## src/design/assert_macros.svh

```systemverilog
// Assertion macros used by the cache RTL.
// Every macro samples on the rising edge of the signal named clock.
`ifndef ASSERT_MACROS_SVH
`define ASSERT_MACROS_SVH

// Checked only while reset is low.
`define ASSERT_RUN(label, prop, msg) \
   label: assert property (@(posedge clock) disable iff (reset) prop) else $error(msg);

// Checked at every edge, reset included.
`define ASSERT_ALWAYS(label, prop, msg) \
   label: assert property (@(posedge clock) prop) else $error(msg);

`endif

```

## src/design/lkv_pkg.sv

```systemverilog
// Shared types and constants for the LRU key-value cache.
// Used by lkv_cell, lru_key_value_cache and the testbench; depends on nothing.
package lkv_pkg;

   localparam int KEY_W   = 32;
   localparam int VALUE_W = 31;
   localparam int CAP_W   = 5;
   localparam int USED_W  = 5;

   localparam logic [CAP_W-1:0] CAPACITY_RESET = 5'd16;
   localparam logic [KEY_W-1:0] READ_MISS      = 32'hFFFF_FFFF;

   typedef enum logic {
      ACTION_GET = 1'b0,
      ACTION_PUT = 1'b1
   } action_type;

   typedef struct packed {
      logic [KEY_W-1:0]   key;
      logic [VALUE_W-1:0] value;
   } entry_type;

   typedef struct packed {
      logic load;
      logic clear;
   } cell_ctrl_type;

endpackage

```

## src/design/lru_key_value_cache.sv

```systemverilog
// Top level of the fully associative LRU key-value cache.
// Depends on lkv_pkg, lkv_cell and assert_macros.svh.
//
// Requests arrive on the req_ stream: req_tuser is the action (0 get, 1 put),
// req_tdata carries the key and the value. Each request transaction yields
// exactly one response transaction on the rsp_ stream: rsp_tuser is the hit
// flag, rsp_tdata carries the read value (all ones on a miss or a put) and
// the occupancy after the request.
// The entries form a chain of cells kept in recency order, most recent first.
// All cells compare the key in parallel; on a hit or an insert the cells in
// front of the affected slot move one place down and the request's entry
// enters cell 0, all in the cycle of acceptance.
// The response is registered; one request is taken per cycle while the
// receiver takes responses, and the single output register is the only stage.
// If the receiver stalls, the response is held and req_tready stays low until
// it is taken; a response taken in the same cycle frees the register at once.
// Reset empties the cache and sets the capacity to 16. Writing csr_wr_data
// with csr_wr_en high sets the capacity and empties the cache; do so only
// while no transaction is outstanding. Capacity 0 acts as 1 and values above
// ENTRIES act as ENTRIES.
`include "assert_macros.svh"

module lru_key_value_cache #(
   parameter int ENTRIES = 16
) (
   input  logic                      clock,
   input  logic                      reset,
   input  logic                      csr_wr_en,
   input  logic [lkv_pkg::CAP_W-1:0] csr_wr_data,
   input  logic                      req_tvalid,
   output logic                      req_tready,
   // bit 0: action
   input  logic [0:0]                req_tuser,
   // [31:0] key, [62:32] value, [63] zero
   input  logic [63:0]               req_tdata,
   output logic                      rsp_tvalid,
   input  logic                      rsp_tready,
   // bit 0: hit
   output logic [0:0]                rsp_tuser,
   // [31:0] read_value, [36:32] entries_used, [39:37] zero
   output logic [39:0]               rsp_tdata
);

   localparam int IDX_W = (ENTRIES > 1) ? $clog2(ENTRIES) : 1;
   localparam int OCC_W = $clog2(ENTRIES + 1);

   logic [lkv_pkg::CAP_W-1:0]   capacity_ff;
   logic [OCC_W-1:0]            occupancy_ff;
   logic [OCC_W-1:0]            occupancy_in;
   logic                        rsp_valid_ff;
   logic                        rsp_hit_ff;
   logic [lkv_pkg::KEY_W-1:0]   rsp_value_ff;
   logic [lkv_pkg::USED_W-1:0]  rsp_used_ff;
   logic [lkv_pkg::KEY_W-1:0]   rsp_value_in;
   logic [lkv_pkg::USED_W-1:0]  rsp_used_in;

   lkv_pkg::action_type         action;
   logic [lkv_pkg::KEY_W-1:0]   req_key;
   logic [lkv_pkg::VALUE_W-1:0] req_value;
   logic                        accept;
   logic                        is_put;
   logic                        hit;
   logic [IDX_W-1:0]            hit_idx;
   logic [lkv_pkg::VALUE_W-1:0] hit_value;
   logic [31:0]                 eff_capacity;
   logic                        full;
   logic [OCC_W-1:0]            limit;
   logic [31:0]                 occ_wide;
   lkv_pkg::entry_type          new_entry;

   lkv_pkg::entry_type          cell_data  [ENTRIES];
   logic [ENTRIES-1:0]          cell_valid;
   logic [ENTRIES-1:0]          cell_match;
   lkv_pkg::cell_ctrl_type      cell_ctrl  [ENTRIES];

   assign action    = lkv_pkg::action_type'(req_tuser[0]);
   assign req_key   = req_tdata[31:0];
   assign req_value = req_tdata[62:32];

   assign req_tready = !rsp_valid_ff || rsp_tready;
   assign accept     = req_tvalid && req_tready;
   assign is_put     = (action == lkv_pkg::ACTION_PUT);

   always_comb begin
      hit_idx   = '0;
      hit_value = '0;
      for (int i = 0; i < ENTRIES; i++) begin
         if (cell_match[i]) begin
            hit_idx   = hit_idx | IDX_W'(i);
            hit_value = hit_value | cell_data[i].value;
         end
      end
   end

   assign hit = |cell_match;

   always_comb begin
      if (capacity_ff == '0) begin
         eff_capacity = 32'd1;
      end else if (32'(capacity_ff) > 32'(ENTRIES)) begin
         eff_capacity = 32'(ENTRIES);
      end else begin
         eff_capacity = 32'(capacity_ff);
      end
   end

   assign full  = 32'(occupancy_ff) >= eff_capacity;
   assign limit = full ? occupancy_ff : occupancy_ff + OCC_W'(1);

   assign new_entry.key   = req_key;
   assign new_entry.value = (hit && !is_put) ? hit_value : req_value;

   generate
      for (genvar g = 0; g < ENTRIES; g++) begin : g_cell
         assign cell_ctrl[g].clear = csr_wr_en;
         assign cell_ctrl[g].load  = accept &&
            (hit ? (32'(hit_idx) >= 32'(g)) : (is_put && (32'(limit) > 32'(g))));

         if (g == 0) begin : g_head
            lkv_cell u_cell (
               .clock      (clock),
               .reset      (reset),
               .ctrl       (cell_ctrl[g]),
               .prev_data  (new_entry),
               .prev_valid (1'b1),
               .lookup_key (req_key),
               .data       (cell_data[g]),
               .valid      (cell_valid[g]),
               .match      (cell_match[g])
            );
         end else begin : g_body
            lkv_cell u_cell (
               .clock      (clock),
               .reset      (reset),
               .ctrl       (cell_ctrl[g]),
               .prev_data  (cell_data[g-1]),
               .prev_valid (cell_valid[g-1]),
               .lookup_key (req_key),
               .data       (cell_data[g]),
               .valid      (cell_valid[g]),
               .match      (cell_match[g])
            );
         end
      end
   endgenerate

   always_comb begin
      occupancy_in = occupancy_ff;
      if (is_put && !hit && !full) begin
         occupancy_in = occupancy_ff + OCC_W'(1);
      end
   end

   assign occ_wide     = 32'(occupancy_in);
   assign rsp_used_in  = occ_wide[lkv_pkg::USED_W-1:0];
   assign rsp_value_in = (hit && !is_put) ? {1'b0, hit_value} : lkv_pkg::READ_MISS;

   always_ff @(posedge clock) begin
      if (reset) begin
         capacity_ff  <= lkv_pkg::CAPACITY_RESET;
         occupancy_ff <= '0;
      end else if (csr_wr_en) begin
         capacity_ff  <= csr_wr_data;
         occupancy_ff <= '0;
      end else if (accept) begin
         occupancy_ff <= occupancy_in;
      end
   end

   always_ff @(posedge clock) begin
      if (reset) begin
         rsp_valid_ff <= 1'b0;
      end else if (accept) begin
         rsp_valid_ff <= 1'b1;
      end else if (rsp_tready) begin
         rsp_valid_ff <= 1'b0;
      end
   end

   always_ff @(posedge clock) begin
      if (accept) begin
         rsp_hit_ff   <= hit;
         rsp_value_ff <= rsp_value_in;
         rsp_used_ff  <= rsp_used_in;
      end
   end

   assign rsp_tvalid = rsp_valid_ff;
   assign rsp_tuser  = rsp_hit_ff;
   assign rsp_tdata  = {3'b000, rsp_used_ff, rsp_value_ff};

   `ASSERT_RUN(a_occ_within_capacity, (32'(occupancy_ff) <= eff_capacity),
      "occupancy exceeds the effective capacity")
   `ASSERT_RUN(a_valid_count, ($countones(cell_valid) == int'(occupancy_ff)),
      "valid cell count differs from occupancy")
   `ASSERT_RUN(a_single_match, $onehot0(cell_match),
      "key present in more than one cell")
   `ASSERT_RUN(a_csr_empties, (csr_wr_en |=> (occupancy_ff == '0 && cell_valid == '0)),
      "capacity write did not empty the cache")

endmodule

```

## src/design/lkv_cell.sv

```systemverilog
// One slot of the recency-ordered chain: holds a key, a value and a valid bit.
// Depends on lkv_pkg for the entry and control types.
module lkv_cell (
   input  logic                      clock,
   input  logic                      reset,
   input  lkv_pkg::cell_ctrl_type    ctrl,
   input  lkv_pkg::entry_type        prev_data,
   input  logic                      prev_valid,
   input  logic [lkv_pkg::KEY_W-1:0] lookup_key,
   output lkv_pkg::entry_type        data,
   output logic                      valid,
   output logic                      match
);

   lkv_pkg::entry_type data_ff;
   logic               valid_ff;

   always_ff @(posedge clock) begin
      if (reset || ctrl.clear) begin
         valid_ff <= 1'b0;
      end else if (ctrl.load) begin
         valid_ff <= prev_valid;
      end
   end

   always_ff @(posedge clock) begin
      if (ctrl.load) begin
         data_ff <= prev_data;
      end
   end

   assign data  = data_ff;
   assign valid = valid_ff;
   assign match = valid_ff && (data_ff.key == lookup_key);

endmodule

```

## config.mk

```make
export PLATFORM = sky130hd
export DESIGN_NAME = lru_key_value_cache
export DESIGN_NICKNAME = d
export VERILOG_FILES = /design/src/design/lkv_pkg.sv /design/src/design/lru_key_value_cache.sv /design/src/design/lkv_cell.sv
export VERILOG_INCLUDE_DIRS = /design/src /design/src/design
export SDC_FILE = /design/constraint.sdc
export NUM_CORES = 1
export LEC_CHECK = 0
export BUFFER_PORTS_ARGS = -buffer_cell sky130_fd_sc_hd__buf_2
export CORE_ASPECT_RATIO = 0.75
export CORE_UTILIZATION = 25
export DETAILED_ROUTE_END_ITERATION = 12
export PLACE_DENSITY_LB_ADDON = 0.05
export SLEW_MARGIN = 20
export SYNTH_ARGS = -nofsm -noshare
export SYNTH_HDL_FRONTEND = slang
export SYNTH_SLANG_ARGS = --single-unit
```

## constraint.sdc

```tcl
create_clock -name clock -period 8.6 [get_ports clock]
set_clock_uncertainty 0.05 [all_clocks]
set_input_delay 0.43 -clock clock [delete_from_list [all_inputs] [get_ports clock]]
set_output_delay 0.43 -clock clock [all_outputs]
set_load 0.005 [all_outputs]
```

==> results.toml <==
[critical_path]
critical_path_peak_fanout = 53
endpoint_kind = "register"
worstSetupPathType = "in -> reg"
worst_ep_required_time_ns = 8.92
critPathLaunchType = "input pin"
arrival_ns = 5.80

[finish]
num-nets-final = 2981
syn2layout_area_growth_pct = 17.8
fin_cells = 5345
mostFrequentLayoutCells = "1046 x edfxtp_1, 320 x xnor2_1, 193 x xor2_1, 139 x nand4_1, 121 x clkbuf_16"
antenna-diode-count = 0
post_route_cells_drive_above_1_share_pct = 14.1
layout.cells.most_common = "edfxtp_1"

[route]
viasPerCell = 4.92
route.final.wire_length_um = 167000
ant_nets = 0
post-route-drc-count = 0
wire_per_inst_um = 31.3
drt_pre_antenna_iters = 5
detail_route.iter0.violations = 2553
dr_total_vias = 26300

[clocking]
tritoncts_num_sinks = 1073
cts_buffers = 119
postcts_resize_cnt = 0
cts.path.max_buffers = 3
clk_pin_slew_ns = 0.06
cts-root-buf = "clkbuf_16"
htree_num_levels = 3
worstSkewPairLatency_ns = 0.78
postCtsSetupRepairBufs = 0
cts_hold_buf = 44
cts_tree = "done"

[placement]
placed_wire_length_estimate_after_detailed_placement_um = 107000
portbufs = 113
finalWeightedCongestion = 0.915
placedCellCount = 5080

[synthesis]
syn_inst = 2695
yosysWarningCount = 0
yosys.cell_types.count = 72
netlist_area_um2 = 44000
yosys_register_bits = 1073
synth_enable_flop_cells = 1046
syn-mean-instance-area_um2 = 16.3
ys.flop_type = "edfxtp_1"
asyncSetResetFlopFracSynth_pct = 0
synth.yosys.seq_area_share_pct = 72.6

[job]
drv_cap = 0

[floorplan]
core_region_area_um2 = 174000
top_level_ports = 118
die-width_um = 486
placementRows = 132
initial_core_util_pct = 25.3
die_height_um = 365
die_area_um2 = 178000

[timing]
grt_setup_unrepaired = "false"
totalNegativeSetupSlack_ns = 0
final.hold.worst_slack_ns = 0.0657
max_clock_freq_mhz = 183
min_period_ns = 5.47
slew_violations = 0
final_min_period_over_clock_period_pct = 63.6
finalSetupViolations = 0
max-slew-margin-rel_pct = 25.8
max_slew.worst_pin.slew_ns = 1.11
report.final.hold_viol_count = 0

[global_route]
grt_usage_pct = 18.7
first_global_vias = 26600
grt_max_degree = 65
grt_pass1_wl_um = 229000
grt_overflow = 0
antenna_found_initial = 6

[power_and_ir_drop]
power_density_nw_per_um2 = 220
sequentialPowerShare_pct = 50.2
switching_power_mw = 2.57
ir_drop_mv = 0.160
netSwitchingFraction_pct = 22.6
p_comb_share_pct = 3.9
leakage_nw = 15.5
clkPwrFrac_pct = 46.0
internal-power_mw = 8.82

[hold_path]
worst_hold_class = "in -> reg"

[status]
status = "finished clean"
logic make-up after synthesis:
kind of cell	Yosys count	synth area share, %
compound gates	362	6.56
xor+xnor	513	10.2
fa+ha+maj	6	0.171
buf+inv	170	2.06
flops	1073	72.6
mux	19	0.438
other cells	1	0.00852
simple gates	551	7.92
final timing paths:
kind                                      from                                end  slack (ns)  cells after the start
max reg2reg  g_cell[13].g_body.u_cell.data[34]  g_cell[11].g_body.u_cell.data[44]        3.16                     10
min                              req_tdata[15]   g_cell[0].g_head.u_cell.data[46]        0.07                      1
min reg2reg    g_cell[9].g_body.u_cell.data[6]   g_cell[10].g_body.u_cell.data[6]        0.39                      0
max                               req_tdata[0]   g_cell[7].g_body.u_cell.data[59]        3.13                     14
stage by stage:
stage | power, mW | area, um2 | utilization, % | setup slack, ns
after floorplan | 6.06 | 44000 | - | 2.35
after global placement | 6.25 | 47500 | 27.3 | 2.31
after detailed placement | 6.24 | 47500 | 27.3 | 2.46
after CTS | 11.5 | 51800 | 29.8 | 3.06
after global routing | 11.7 | 51800 | 29.8 | 2.85
final | 11.4 | 51800 | 29.8 | 3.13
sequential cells by signal, indices dropped and copies added (netlist names):
register and count:
g_cell.g_body.u_cell.data 945, g_cell.g_head.u_cell.data 63, rsp_value_ff 32, g_cell.g_body.u_cell.valid 15, capacity_ff 5, occupancy_ff 5
rsp_used_ff 5, g_cell.g_head.u_cell.valid 1, rsp_tuser 1, rsp_tvalid 1
cells in the mapped netlist, drive strengths merged (27+ instances only):
| cell type | instances | area (um2) |
|---|---|---|
| edfxtp | 1046 | 31400 |
| xnor2 | 320 | 2800 |
| xor2 | 193 | 1690 |
| nand4 | 164 | 1180 |
| buf | 103 | 654 |
| nor4 | 102 | 732 |
| a221oi | 91 | 797 |
| a22o | 91 | 797 |
| a22oi | 67 | 503 |
| nand2 | 67 | 251 |
| nand3 | 51 | 255 |
| clkbuf | 47 | 176 |
| and3 | 44 | 275 |
| o21a | 34 | 255 |
| nor3 | 31 | 160 |
| dfxtp | 27 | 541 |
metal layers:
metal | track usage, % | share of wire [%] | up-vias
li1 | - | - | 11100
met1 | 29.3 | 51 | 14100
met2 | 26.8 | 42 | 978
met3 | 2.66 | 5.0 | 190
met4 | 3.88 | 1.9 | 0
met5 | 0 | 0 | -
area by class of cell:
| class | count | area, um2 |
|---|---|---|
| clock buffer | 167 | 3280 |
| clock inverter | 54 | 634 |
| fill | 17400 | 122000 |
| inverter | 20 | 78.8 |
| multi-input combinational | 1454 | 11300 |
| sequential | 1073 | 32000 |
| tap | 2345 | 2930 |
| timing repair buffer | 232 | 1670 |
power by group through the flow:
stage	registers [mW]	clock network (mW)	logic [mW]
global route	5.71	5.55	0.463
detailed placement	5.82	0	0.421
global placement	5.82	0	0.426
floorplan	5.82	0	0.242
CTS	5.71	5.38	0.439
finish	5.71	5.24	0.440
worst max-delay path, stage by stage:
cell           delay [ns]
dlygate4sd3_1        0.51
buf_2                0.24
buf_4                0.39
xnor2_1              0.23
nand4_1              0.14
nor3_1               0.06
and3_2               0.22
buf_4                0.28
nor4_2               0.88
and2_1               0.38
and3b_1              0.21
o31ai_1              0.63
clkinv_2             0.51
buf_4                0.56
(Power assumes the default switching activity.)
